[src/sv/kdc_pkg.sv]
package kdc_pkg;

  typedef logic [6:0] sym_t;

  localparam int AlphaDepth = 94;

  localparam sym_t ALPHA_N      = 7'd94;
  localparam sym_t DIAL_N       = 7'd95;
  localparam sym_t FIRST_CIPHER = 7'd33;
  localparam sym_t SPACE_CODE   = 7'd32;
  localparam sym_t TILDE_CODE   = 7'd126;
  localparam sym_t NL_CODE      = 7'd10;
  localparam sym_t TAB_CODE     = 7'd9;
  // plain dial index of the tilde marker
  localparam sym_t TILDE_IDX    = 7'd94;

  typedef enum logic [2:0] {
    ST_OK    = 3'd0,
    ST_TILDE = 3'd1,
    ST_RANGE = 3'd2,
    ST_KEY   = 3'd3,
    ST_NOKEY = 3'd4
  } status_t;

  typedef enum logic [1:0] {
    S_IDLE,
    S_EXEC,
    S_SWEEP
  } state_t;

  typedef struct packed {
    logic    op;
    sym_t    symbol;
    logic    end_mark;
  } item_t;

  typedef struct packed {
    sym_t    out_symbol;
    status_t status;
  } result_t;

  // write side of both tables, always written together
  typedef struct packed {
    logic en;
    sym_t alpha_addr;
    sym_t alpha_data;
    sym_t pos_addr;
    sym_t pos_data;
  } tbl_wr_t;

  // plain target index; a doubled letter becomes the tilde marker
  function automatic sym_t enc_target(input sym_t sym, input sym_t p);
    sym_t t;
    t = sym - SPACE_CODE;
    if (t == p) t = TILDE_IDX;
    return t;
  endfunction

  function automatic sym_t dial_dist(input sym_t t, input sym_t p, input sym_t n);
    logic [7:0] s;
    s = {1'b0, n} - {1'b0, p} + {1'b0, t};
    return (t > p) ? sym_t'(t - p) : s[6:0];
  endfunction

  // (a + d) mod n for a < n and d < 2n
  function automatic sym_t wrap_add(input sym_t a, input sym_t d, input sym_t n);
    sym_t       dr;
    logic [7:0] s;
    dr = (d >= n) ? sym_t'(d - n) : d;
    s  = {1'b0, a} + {1'b0, dr};
    if (s >= {1'b0, n}) s = s - {1'b0, n};
    return s[6:0];
  endfunction

endpackage

[src/sv/kdc_in_if.sv]
interface kdc_in_if;
  logic              valid;
  logic              ready;
  logic              op;
  kdc_pkg::sym_t     symbol;
  logic              end_mark;

  modport source (output valid, output op, output symbol, output end_mark, input ready);
  modport sink   (input valid, input op, input symbol, input end_mark, output ready);
endinterface

[src/sv/kdc_out_if.sv]
interface kdc_out_if;
  logic              valid;
  logic              ready;
  kdc_pkg::sym_t     out_symbol;
  kdc_pkg::status_t  status;

  modport source (output valid, output out_symbol, output status, input ready);
  modport sink   (input valid, input out_symbol, input status, output ready);
endinterface

[src/sv/keyed_dial_cipher_stream_top.sv]
// An accepted item is held and its table reads are registered; the result is registered
// once the output is free. No item is taken before the last is done (table read, then
// hand update and write-back). The key-end item is followed by a pass over the 94
// seen flags that fills the remaining alphabet entries; no input is taken during that pass.
// Reset (synchronous, rst_n low) clears mode, key-loaded flag, seen flags, fill count,
// hands, previous index and output valid; the alphabet tables are built by the first key after reset.
module keyed_dial_cipher_stream_top (
  input  logic       clk,
  input  logic       rst_n,
  kdc_in_if.sink     in_chan,
  kdc_out_if.source  out_chan,
  input  logic       cfg_we,
  input  logic       cfg_wdata
);

  logic              decrypt_mode_r;
  kdc_pkg::item_t    in_item;
  kdc_pkg::result_t  out_res;
  kdc_pkg::tbl_wr_t  wr;
  logic              rd_en;
  kdc_pkg::sym_t     alpha_raddr, pos_raddr, alpha_rdata, pos_rdata;

  always_ff @(posedge clk) begin
    if (!rst_n) begin
      decrypt_mode_r <= 1'b0;
    end else if (cfg_we) begin
      decrypt_mode_r <= cfg_wdata;
    end
  end

  assign in_item.op       = in_chan.op;
  assign in_item.symbol   = in_chan.symbol;
  assign in_item.end_mark = in_chan.end_mark;

  kdc_ctrl u_ctrl (
    .clk          (clk),
    .rst_n        (rst_n),
    .decrypt_mode (decrypt_mode_r),
    .in_valid     (in_chan.valid),
    .in_ready     (in_chan.ready),
    .in_item      (in_item),
    .out_valid    (out_chan.valid),
    .out_ready    (out_chan.ready),
    .out_res      (out_res),
    .wr           (wr),
    .rd_en        (rd_en),
    .alpha_raddr  (alpha_raddr),
    .pos_raddr    (pos_raddr),
    .alpha_rdata  (alpha_rdata),
    .pos_rdata    (pos_rdata)
  );

  // scrambled alphabet: cipher index -> symbol
  kdc_ram #(.Depth(kdc_pkg::AlphaDepth), .Width(7)) u_alpha_ram (
    .clk   (clk),
    .we    (wr.en),
    .waddr (wr.alpha_addr),
    .wdata (wr.alpha_data),
    .re    (rd_en),
    .raddr (alpha_raddr),
    .rdata (alpha_rdata)
  );

  // inverse table: symbol - '!' -> cipher index
  kdc_ram #(.Depth(kdc_pkg::AlphaDepth), .Width(7)) u_pos_ram (
    .clk   (clk),
    .we    (wr.en),
    .waddr (wr.pos_addr),
    .wdata (wr.pos_data),
    .re    (rd_en),
    .raddr (pos_raddr),
    .rdata (pos_rdata)
  );

  assign out_chan.out_symbol = out_res.out_symbol;
  assign out_chan.status     = out_res.status;

  a_one_in_flight: assert property (@(posedge clk) disable iff (!rst_n)
    in_chan.valid && in_chan.ready |=> !in_chan.ready)
    else $error("second transaction taken while an item is in flight");

  a_zero_on_error: assert property (@(posedge clk) disable iff (!rst_n)
    out_chan.valid && out_chan.status != kdc_pkg::ST_OK |-> out_chan.out_symbol == 7'd0)
    else $error("nonzero symbol with error status");

  a_ok_printable: assert property (@(posedge clk) disable iff (!rst_n)
    out_chan.valid && out_chan.status == kdc_pkg::ST_OK
    |-> out_chan.out_symbol != 7'd0 && out_chan.out_symbol != 7'd127)
    else $error("ok result carries an impossible symbol");

endmodule

[src/sv/kdc_ram.sv]
module kdc_ram #(
  parameter int Depth = 94,
  parameter int Width = 7,
  localparam int AddrW = $clog2(Depth)
) (
  input  logic             clk,
  input  logic             we,
  input  logic [AddrW-1:0] waddr,
  input  logic [Width-1:0] wdata,
  input  logic             re,
  input  logic [AddrW-1:0] raddr,
  output logic [Width-1:0] rdata
);

  logic [Width-1:0] mem [Depth];
  logic [Width-1:0] rdata_r;

  always_ff @(posedge clk) begin
    if (we) mem[waddr] <= wdata;
    if (re) rdata_r <= mem[raddr];
  end

  assign rdata = rdata_r;

endmodule

[src/sv/kdc_ctrl.sv]
module kdc_ctrl (
  input  logic              clk,
  input  logic              rst_n,
  input  logic              decrypt_mode,
  input  logic              in_valid,
  output logic              in_ready,
  input  kdc_pkg::item_t    in_item,
  output logic              out_valid,
  input  logic              out_ready,
  output kdc_pkg::result_t  out_res,
  output kdc_pkg::tbl_wr_t  wr,
  output logic              rd_en,
  output kdc_pkg::sym_t     alpha_raddr,
  output kdc_pkg::sym_t     pos_raddr,
  input  kdc_pkg::sym_t     alpha_rdata,
  input  kdc_pkg::sym_t     pos_rdata
);

  kdc_pkg::state_t  state_r, state_nxt;
  kdc_pkg::item_t   item_r, item_nxt;
  logic             key_loaded_r, key_loaded_nxt;
  logic [kdc_pkg::AlphaDepth-1:0] seen_r, seen_nxt;
  kdc_pkg::sym_t    fill_r, fill_nxt;
  kdc_pkg::sym_t    big_r, big_nxt;
  kdc_pkg::sym_t    small_r, small_nxt;
  kdc_pkg::sym_t    prev_r, prev_nxt;
  kdc_pkg::sym_t    prev_big_r, prev_big_nxt;
  kdc_pkg::sym_t    sweep_r, sweep_nxt;
  logic             out_valid_r, out_valid_nxt;
  kdc_pkg::result_t out_res_r, out_res_nxt;

  kdc_pkg::sym_t    k_idx, enc_t, step_d, big_new, small_new, sym;
  logic             in_cipher, out_free;
  logic             text_commit, key_write, key_end;
  kdc_pkg::result_t exec_res;

  // read addresses from the incoming item, held stable state
  always_comb begin
    alpha_raddr = kdc_pkg::wrap_add(small_r,
        kdc_pkg::dial_dist(kdc_pkg::enc_target(in_item.symbol, prev_r), prev_r,
                           kdc_pkg::DIAL_N),
        kdc_pkg::ALPHA_N);
    if (in_item.symbol >= kdc_pkg::FIRST_CIPHER && in_item.symbol <= kdc_pkg::TILDE_CODE)
      pos_raddr = in_item.symbol - kdc_pkg::FIRST_CIPHER;
    else
      pos_raddr = '0;
  end

  // evaluation of the held item
  always_comb begin
    sym       = item_r.symbol;
    in_cipher = (sym >= kdc_pkg::FIRST_CIPHER) && (sym <= kdc_pkg::TILDE_CODE);
    k_idx     = sym - kdc_pkg::FIRST_CIPHER;
    enc_t     = kdc_pkg::enc_target(sym, prev_r);
    step_d    = decrypt_mode ? kdc_pkg::dial_dist(pos_rdata, prev_r, kdc_pkg::ALPHA_N)
                             : kdc_pkg::dial_dist(enc_t, prev_r, kdc_pkg::DIAL_N);
    big_new   = kdc_pkg::wrap_add(big_r, step_d, kdc_pkg::DIAL_N);
    small_new = kdc_pkg::wrap_add(small_r, step_d, kdc_pkg::ALPHA_N);

    exec_res.out_symbol = '0;
    exec_res.status     = kdc_pkg::ST_OK;
    text_commit = 1'b0;
    key_write   = 1'b0;
    key_end     = 1'b0;

    priority if (item_r.op) begin
      exec_res.status = kdc_pkg::ST_KEY;
      if (!key_loaded_r) begin
        if (in_cipher) begin
          key_write = !seen_r[k_idx] && (fill_r < kdc_pkg::ALPHA_N);
        end else if (sym != kdc_pkg::SPACE_CODE) begin
          exec_res.status = kdc_pkg::ST_RANGE;
        end
        key_end = item_r.end_mark;
      end
    end else if (!key_loaded_r) begin
      exec_res.status = kdc_pkg::ST_NOKEY;
    end else if (sym == kdc_pkg::NL_CODE || sym == kdc_pkg::TAB_CODE) begin
      exec_res.out_symbol = sym;
    end else if (!decrypt_mode) begin
      if (sym == kdc_pkg::TILDE_CODE) begin
        exec_res.status = kdc_pkg::ST_TILDE;
      end else if (sym < kdc_pkg::SPACE_CODE || sym > kdc_pkg::TILDE_CODE) begin
        exec_res.status = kdc_pkg::ST_RANGE;
      end else begin
        text_commit = 1'b1;
        exec_res.out_symbol = alpha_rdata;
      end
    end else begin
      if (!in_cipher) begin
        exec_res.status = kdc_pkg::ST_RANGE;
      end else begin
        text_commit = 1'b1;
        // landing on the tilde shows the previous big hand symbol
        exec_res.out_symbol = ((big_new == kdc_pkg::TILDE_IDX) ? prev_big_r : big_new)
                              + kdc_pkg::SPACE_CODE;
      end
    end
  end

  assign out_free = !out_valid_r || out_ready;

  always_comb begin
    state_nxt      = state_r;
    item_nxt       = item_r;
    key_loaded_nxt = key_loaded_r;
    seen_nxt       = seen_r;
    fill_nxt       = fill_r;
    big_nxt        = big_r;
    small_nxt      = small_r;
    prev_nxt       = prev_r;
    prev_big_nxt   = prev_big_r;
    sweep_nxt      = sweep_r;
    out_valid_nxt  = out_valid_r && !out_ready;
    out_res_nxt    = out_res_r;
    wr             = '0;
    rd_en          = 1'b0;
    in_ready       = 1'b0;

    unique case (state_r)
      kdc_pkg::S_IDLE: begin
        in_ready = 1'b1;
        if (in_valid) begin
          item_nxt  = in_item;
          rd_en     = 1'b1;
          state_nxt = kdc_pkg::S_EXEC;
        end
      end
      kdc_pkg::S_EXEC: begin
        if (out_free) begin
          out_valid_nxt = 1'b1;
          out_res_nxt   = exec_res;
          if (text_commit) begin
            big_nxt   = big_new;
            small_nxt = small_new;
            if (decrypt_mode) begin
              prev_nxt     = pos_rdata;
              prev_big_nxt = big_new;
            end else begin
              prev_nxt = enc_t;
            end
          end
          if (key_write) begin
            wr.en         = 1'b1;
            wr.alpha_addr = fill_r;
            wr.alpha_data = sym;
            wr.pos_addr   = k_idx;
            wr.pos_data   = fill_r;
            seen_nxt[k_idx] = 1'b1;
            fill_nxt      = fill_r + 7'd1;
          end
          if (key_end) begin
            sweep_nxt = '0;
            state_nxt = kdc_pkg::S_SWEEP;
          end else begin
            state_nxt = kdc_pkg::S_IDLE;
          end
        end
      end
      kdc_pkg::S_SWEEP: begin
        // append unused symbols in order, inverse table written alongside
        if (!seen_r[sweep_r] && fill_r < kdc_pkg::ALPHA_N) begin
          wr.en         = 1'b1;
          wr.alpha_addr = fill_r;
          wr.alpha_data = sweep_r + kdc_pkg::FIRST_CIPHER;
          wr.pos_addr   = sweep_r;
          wr.pos_data   = fill_r;
          seen_nxt[sweep_r] = 1'b1;
          fill_nxt      = fill_r + 7'd1;
        end
        if (sweep_r == kdc_pkg::ALPHA_N - 7'd1) begin
          key_loaded_nxt = 1'b1;
          state_nxt      = kdc_pkg::S_IDLE;
        end else begin
          sweep_nxt = sweep_r + 7'd1;
        end
      end
      default: begin
        state_nxt = kdc_pkg::S_IDLE;
      end
    endcase
  end

  always_ff @(posedge clk) begin
    if (!rst_n) begin
      state_r      <= kdc_pkg::S_IDLE;
      key_loaded_r <= 1'b0;
      seen_r       <= '0;
      fill_r       <= '0;
      big_r        <= '0;
      small_r      <= '0;
      prev_r       <= '0;
      prev_big_r   <= '0;
      sweep_r      <= '0;
      out_valid_r  <= 1'b0;
    end else begin
      state_r      <= state_nxt;
      key_loaded_r <= key_loaded_nxt;
      seen_r       <= seen_nxt;
      fill_r       <= fill_nxt;
      big_r        <= big_nxt;
      small_r      <= small_nxt;
      prev_r       <= prev_nxt;
      prev_big_r   <= prev_big_nxt;
      sweep_r      <= sweep_nxt;
      out_valid_r  <= out_valid_nxt;
    end
  end

  always_ff @(posedge clk) begin
    item_r    <= item_nxt;
    out_res_r <= out_res_nxt;
  end

  assign out_valid = out_valid_r;
  assign out_res   = out_res_r;

endmodule
[src/flat_wrapper.sv]
// flat-port wrapper written by rule: the top's interface ports become plain ports
module keyed_dial_cipher_stream_top_flat 
  (clk, rst_n, cfg_we, cfg_wdata, in_chan_valid, in_chan_op, in_chan_symbol, in_chan_end_mark, in_chan_ready, out_chan_valid, out_chan_out_symbol, out_chan_status, out_chan_ready);
  kdc_in_if in_chan_i ();
  kdc_out_if out_chan_i ();
  input  logic clk;
  input  logic rst_n;
  input  logic cfg_we;
  input  logic cfg_wdata;
  input wire logic [$bits(in_chan_i.valid)-1:0] in_chan_valid;
  input wire logic [$bits(in_chan_i.op)-1:0] in_chan_op;
  input wire logic [$bits(in_chan_i.symbol)-1:0] in_chan_symbol;
  input wire logic [$bits(in_chan_i.end_mark)-1:0] in_chan_end_mark;
  output wire logic [$bits(in_chan_i.ready)-1:0] in_chan_ready;
  output wire logic [$bits(out_chan_i.valid)-1:0] out_chan_valid;
  output wire logic [$bits(out_chan_i.out_symbol)-1:0] out_chan_out_symbol;
  output wire logic [$bits(out_chan_i.status)-1:0] out_chan_status;
  input wire logic [$bits(out_chan_i.ready)-1:0] out_chan_ready;
  assign in_chan_i.valid = in_chan_valid;
  assign in_chan_i.op = in_chan_op;
  assign in_chan_i.symbol = in_chan_symbol;
  assign in_chan_i.end_mark = in_chan_end_mark;
  assign in_chan_ready = in_chan_i.ready;
  assign out_chan_valid = out_chan_i.valid;
  assign out_chan_out_symbol = out_chan_i.out_symbol;
  assign out_chan_status = out_chan_i.status;
  assign out_chan_i.ready = out_chan_ready;
  keyed_dial_cipher_stream_top u_core (.clk(clk), .rst_n(rst_n), .in_chan(in_chan_i), .out_chan(out_chan_i), .cfg_we(cfg_we), .cfg_wdata(cfg_wdata));
endmodule
[config.mk]
export PLATFORM = sky130hd
export DESIGN_NAME = keyed_dial_cipher_stream_top_flat
export DESIGN_NICKNAME = d
export VERILOG_FILES = /design/src/sv/kdc_pkg.sv /design/src/sv/kdc_in_if.sv /design/src/sv/kdc_out_if.sv /design/src/sv/keyed_dial_cipher_stream_top.sv /design/src/sv/kdc_ram.sv /design/src/sv/kdc_ctrl.sv /design/src/flat_wrapper.sv
export SDC_FILE = /design/constraint.sdc
export NUM_CORES = 2
export LEC_CHECK = 0
export ABC_AREA = 1
export BUFFER_PORTS_ARGS = -buffer_cell sky130_fd_sc_hd__buf_4
export CAP_MARGIN = 10
export CELL_PAD_IN_SITES_DETAIL_PLACEMENT = 0
export CELL_PAD_IN_SITES_GLOBAL_PLACEMENT = 2
export CORE_MARGIN = 3
export CORE_UTILIZATION = 38
export CTS_CLUSTER_DIAMETER = 30
export DETAILED_ROUTE_END_ITERATION = 10
export PLACE_DENSITY_LB_ADDON = 0.1
export SYNTH_ARGS = -nofsm -noshare
export SYNTH_HDL_FRONTEND = slang
export SYNTH_HIERARCHICAL = 1
export SYNTH_SLANG_ARGS = --single-unit
[constraint.sdc]
create_clock -name clk -period 7.8 [get_ports clk]
set_clock_uncertainty 0.05 [all_clocks]
set_input_delay 1.17 -clock clk [delete_from_list [all_inputs] [get_ports clk]]
set_output_delay 1.17 -clock clk [all_outputs]
set_load 0.01 [all_outputs]
==> impl_metrics.prom <==
# TYPE chip_impl_metric gauge
chip_impl_metric{name="design.final.nets",unit=""} 7083
chip_impl_metric{name="timing.final.ws_setup",unit="ns"} 0.473
chip_impl_metric{name="synth_async_sr_flop_share",unit=""} 0
chip_impl_metric{name="slowest_delay",unit="ns"} 0.87
chip_impl_metric{name="clk_latency",unit="ns"} 0.93
chip_impl_metric{name="globalRouteTotalUtil",unit=""} 0.231
chip_impl_info{name="critical_path.reg2reg.endpoint",value="u_core/u_pos_ram/mem[3][0]"} 1
chip_impl_metric{name="fin_area",unit="um^2"} 84100
chip_impl_metric{name="worst-path-buf-inv",unit=""} 6
chip_impl_info{name="timing.hold.worst.class",value="in2reg"} 1
chip_impl_info{name="yosys-top-cells-count",value="sky130_fd_sc_hd__nand2_1 (1864), sky130_fd_sc_hd__edfxtp_1 (1349), sky130_fd_sc_hd__nand3_1 (1045)"} 1
chip_impl_metric{name="drt-initial-drc-count",unit=""} 4050
chip_impl_metric{name="max_freq",unit="MHz"} 136
chip_impl_info{name="cts_tree",value="built"} 1
chip_impl_info{name="yosysMostFrequentCell",value="sky130_fd_sc_hd__nand2_1"} 1
chip_impl_metric{name="ff2ff_path_depth",unit=""} 20
chip_impl_metric{name="grt.overflow.total",unit=""} 0
chip_impl_metric{name="rrSetupSlack",unit="ns"} 0.47
chip_impl_metric{name="use_met2",unit=""} 0.380
chip_impl_metric{name="power.ir.vdd_worst",unit="mV"} 0.264
chip_impl_metric{name="postSynthCellCount",unit=""} 6694
chip_impl_metric{name="hold_path_stages",unit=""} 1
chip_impl_metric{name="synth_top_area_frac",unit=""} 0.599
chip_impl_metric{name="finalHoldViolations",unit=""} 0
chip_impl_metric{name="placed_cell_area",unit="um^2"} 71400
chip_impl_metric{name="globalplace.congestion",unit=""} 0.815
chip_impl_metric{name="diodes",unit=""} 0
chip_impl_metric{name="clockBufferDepth",unit=""} 4
chip_impl_info{name="synth_area_leader_cell",value="sky130_fd_sc_hd__edfxtp_1"} 1
chip_impl_metric{name="detailedRoute.firstPassIterationCount",unit=""} 5
chip_impl_metric{name="antenna_found_initial",unit=""} 1
chip_impl_info{name="clk_root_buffer_cell",value="sky130_fd_sc_hd__clkbuf_16"} 1
chip_impl_metric{name="clk_transition_reported_paths",unit="ns"} 0.04
chip_impl_info{name="crit_path_start_kind",value="flip-flop"} 1
chip_impl_metric{name="detailedPlace.worstSlack",unit="ns"} -0.435
chip_impl_metric{name="slew_viol_final",unit=""} 0
chip_impl_metric{name="synth-edff-count",unit=""} 1349
chip_impl_metric{name="synth.yosys.seq_area_share",unit=""} 0.641
chip_impl_info{name="grt.busiest_layer",value="met2"} 1
chip_impl_info{name="crit_path_start",value="u_core/u_ctrl/sym[0]"} 1
chip_impl_metric{name="place_hpwl",unit="um"} 131000
chip_impl_metric{name="grt_start_max_net_pins",unit=""} 136
chip_impl_metric{name="power-per-cell-area",unit="nW/um^2"} 357
chip_impl_metric{name="ioPinCount",unit=""} 27
chip_impl_metric{name="antenna_violating_nets_post_route",unit=""} 0
chip_impl_info{name="cells_along_the_critical_path",value="buf_4 -> inv_2 -> ha_1 -> buf_4 -> inv_2 -> nand2_1 -> a21oi_1 -> o21ai_1 -> nand4_1 -> and2_1 -> nor2_2 -> nand2_1 -> nor3_4 -> buf_4 -> nand2_1 -> a21oi_1 -> inv_1 -> nor3_1 -> nand2_1 -> nor2_1"} 1
chip_impl_metric{name="leakage_power_summed_over_all_cells",unit="uW"} 0.0315
chip_impl_metric{name="setup-violations-final",unit=""} 0
chip_impl_metric{name="path_depth",unit=""} 20
chip_impl_metric{name="route.vias.total",unit=""} 50300
chip_impl_metric{name="finish.cell_count_without_fillers",unit=""} 9618
chip_impl_metric{name="htreeDepth",unit=""} 5
chip_impl_metric{name="floorplan.die.width",unit="um"} 428
chip_impl_info{name="path_delay_family",value="simple AND/OR/NAND/NOR gates"} 1
chip_impl_metric{name="avgSynthCellArea",unit="um^2"} 10.1
chip_impl_metric{name="grtUsageMet1",unit=""} 0.315
chip_impl_info{name="cp-end-kind",value="flip-flop"} 1
chip_impl_metric{name="cp_data_arrival_time",unit="ns"} 7.79
chip_impl_metric{name="timing.final.crit_period",unit="ns"} 7.33
chip_impl_metric{name="net_count_of_the_mapped_netlist",unit=""} 6798
chip_impl_info{name="run_status",value="finished clean"} 1
chip_impl_metric{name="worstMarginPinSlew",unit="ns"} 1.17
chip_impl_info{name="path_common_cell",value="sky130_fd_sc_hd__nand2_1"} 1
chip_impl_metric{name="portBuffers",unit=""} 26
chip_impl_metric{name="floorplan.die.height",unit="um"} 428
chip_impl_metric{name="yosys_warnings",unit=""} 6
chip_impl_metric{name="cap_viol_max_count",unit=""} 0
chip_impl_metric{name="maxSlewHeadroom",unit=""} 0.220
chip_impl_metric{name="drc_errors",unit=""} 0
chip_impl_metric{name="synth_cell_type_count",unit=""} 51
chip_impl_info{name="critical-path-slowest-cell",value="sky130_fd_sc_hd__nor2_1"} 1
chip_impl_metric{name="design.core.area",unit="um^2"} 176000
chip_impl_metric{name="timing.critical_path.required",unit="ns"} 8.27
chip_impl_metric{name="dp_cells",unit=""} 8927
chip_impl_info{name="path_class",value="reg2reg"} 1
chip_impl_metric{name="die_area",unit="um^2"} 183000
chip_impl_metric{name="area_growth",unit="%"} 24.3
chip_impl_metric{name="synthesis.area",unit="um^2"} 67600
chip_impl_metric{name="first_pass_grt_wire_length",unit="um"} 323000
chip_impl_info{name="regToRegStartpoint",value="u_core/u_ctrl/sym[0]"} 1
chip_impl_metric{name="row_count",unit=""} 154
chip_impl_metric{name="cts_inserted_buffers",unit=""} 388
chip_impl_metric{name="worst-path-max-fanout",unit=""} 42
chip_impl_metric{name="routed_wl",unit="um"} 216000
chip_impl_info{name="startpoint_of_the_lowest_slack_hold_path",value="in_chan_end_mark"} 1
chip_impl_metric{name="grt_util_met3",unit=""} 0.0374
chip_impl_metric{name="initial_utilization",unit=""} 0.383
chip_impl_metric{name="first_global_vias",unit=""} 50000
chip_impl_info{name="endpoint",value="u_core/u_pos_ram/mem[3][0]"} 1
chip_impl_metric{name="fin_worst_hold_slack",unit="ns"} 0.375
chip_impl_info{name="synth_top_flop_cell",value="sky130_fd_sc_hd__edfxtp_1"} 1
chip_impl_info{name="yosys-top-cells-area",value="sky130_fd_sc_hd__edfxtp_1 (60%), sky130_fd_sc_hd__nand2_1 (10%), sky130_fd_sc_hd__nand3_1 (7.7%)"} 1
chip_impl_metric{name="drive_gt1_frac",unit=""} 0.131
chip_impl_metric{name="routed_wire_length_per_instance",unit="um"} 22.5
chip_impl_metric{name="routed_via_density",unit=""} 5.23
chip_impl_metric{name="clkSinkCount",unit=""} 1490
chip_impl_metric{name="synth.ff_latch_count",unit=""} 1490
chip_impl_metric{name="timing.final.crit_share",unit=""} 0.939
cells by family after synthesis:
family                     after synthesis  synth area share
adders and majority gates               89            0.0176
DFF                                   1490             0.641
and+or+nand+nor                       3500             0.218
AOI/OAI and AO/OA                      801            0.0662
xor gates and xnor gates                73           0.00945
buffers and inverters                  741            0.0482
power breakdown:
part / internal (uW) / switching, uW
Combinational: 1940 / 3980
Sequential: 8770 / 102
Clock: 10600 / 4610
registers in the layout (all words and copies together), names as in the netlist, 2 cells and up:
signal,count
u_core/u_ctrl/sweep_r,7
u_core/u_pos_ram/rdata,7
u_core/u_ctrl/prev_big_r,7
u_core/u_pos_ram/mem,658
u_core/u_ctrl/big_r,7
u_core/u_alpha_ram/mem,658
u_core/u_ctrl/out_res,10
u_core/u_ctrl/small_r,7
u_core/u_alpha_ram/rdata,7
u_core/u_ctrl/item_r,2
u_core/u_ctrl/fill_r,7
u_core/u_ctrl/sym,7
u_core/u_ctrl/seen_r,94
u_core/u_ctrl/state_r,2
u_core/u_ctrl/prev_r,7
worst reg2reg max path, cell delays in order, from the launching register on:
cell and delay [ns]:
sky130_fd_sc_hd__edfxtp_1 0.37, sky130_fd_sc_hd__buf_4 0.43, sky130_fd_sc_hd__inv_2 0.28, sky130_fd_sc_hd__ha_1 0.35, sky130_fd_sc_hd__buf_4 0.41, sky130_fd_sc_hd__inv_2 0.45
sky130_fd_sc_hd__nand2_1 0.20, sky130_fd_sc_hd__a21oi_1 0.08, sky130_fd_sc_hd__o21ai_1 0.29, sky130_fd_sc_hd__nand4_1 0.24, sky130_fd_sc_hd__and2_1 0.24, sky130_fd_sc_hd__nor2_2 0.12
sky130_fd_sc_hd__nand2_1 0.14, sky130_fd_sc_hd__nor3_4 0.18, sky130_fd_sc_hd__buf_4 0.23, sky130_fd_sc_hd__nand2_1 0.08, sky130_fd_sc_hd__a21oi_1 0.78, sky130_fd_sc_hd__inv_1 0.23
sky130_fd_sc_hd__nor3_1 0.28, sky130_fd_sc_hd__nand2_1 0.64, sky130_fd_sc_hd__nor2_1 0.88
repair_timing:
item / in CTS / in global routing
buffers inserted: 0 / 1
resized for setup: 0 / 19
endpoints found under the setup margin: 0 / 14
hold buffers: 0 / 0
layout make-up:
type	instances	area, um^2
repair buffers	276	2560
fillers	16500	92400
flip-flops and latches	1490	43300
multi-input cells	4463	21300
clock inverters	221	2370
well taps	2340	2930
inverters	360	1380
clock buffers	468	10200
per-stage QoR:
stage / setup TNS (ns) / utilization / power [uW]
2_1_floorplan: 0 / - / 12400
3_3_place_gp: -2.98 / 0.405 / 14900
3_5_place_dp: -2.72 / 0.405 / 14900
4_1_cts: 0 / 0.476 / 30300
5_1_grt: -0.0447 / 0.476 / 31300
6_report: 0 / 0.476 / 30000
layer usage:
| metal | wire [um] | vias up | share of wire |
|---|---|---|---|
| met1 | 97500 | 24700 | 0.45 |
| met5 | 0 | - | 0 |
| met2 | 103000 | 1239 | 0.48 |
| li1 | - | 24000 | - |
| met4 | 4950 | 0 | 0.023 |
| met3 | 10300 | 393 | 0.048 |
layout by cell type (no fill, tap or decap), types with 62 or more instances in the layout:
cell type	netlist	routed
sky130_fd_sc_hd__o22ai_1	145	145
sky130_fd_sc_hd__dfxtp_1	141	140
sky130_fd_sc_hd__clkinv_2	0	71
sky130_fd_sc_hd__clkinv_1	6	62
sky130_fd_sc_hd__ha_1	79	78
sky130_fd_sc_hd__nand2_1	1864	1862
sky130_fd_sc_hd__edfxtp_1	1349	1349
sky130_fd_sc_hd__o21ai_0	238	237
sky130_fd_sc_hd__clkbuf_1	115	68
sky130_fd_sc_hd__buf_4	52	238
sky130_fd_sc_hd__clkbuf_16	0	393
sky130_fd_sc_hd__inv_1	324	323
sky130_fd_sc_hd__nand3_1	1045	1043
sky130_fd_sc_hd__a21oi_1	265	254
sky130_fd_sc_hd__nor2_1	484	473
how the worst min path moves through the flow:
stage	to	slack [ns]
2_1_floorplan	u_core/u_ctrl/seen_r[71]	0.39
3_3_place_gp	u_core/u_ctrl/seen_r[75]	0.40
3_5_place_dp	u_core/u_ctrl/seen_r[31]	0.41
4_1_cts	u_core/u_ctrl/item_r[0]	0.30
5_1_grt	u_core/u_ctrl/item_r[0]	0.32
6_report	u_core/u_ctrl/item_r[0]	0.37
(Power assumes the default switching activity.)
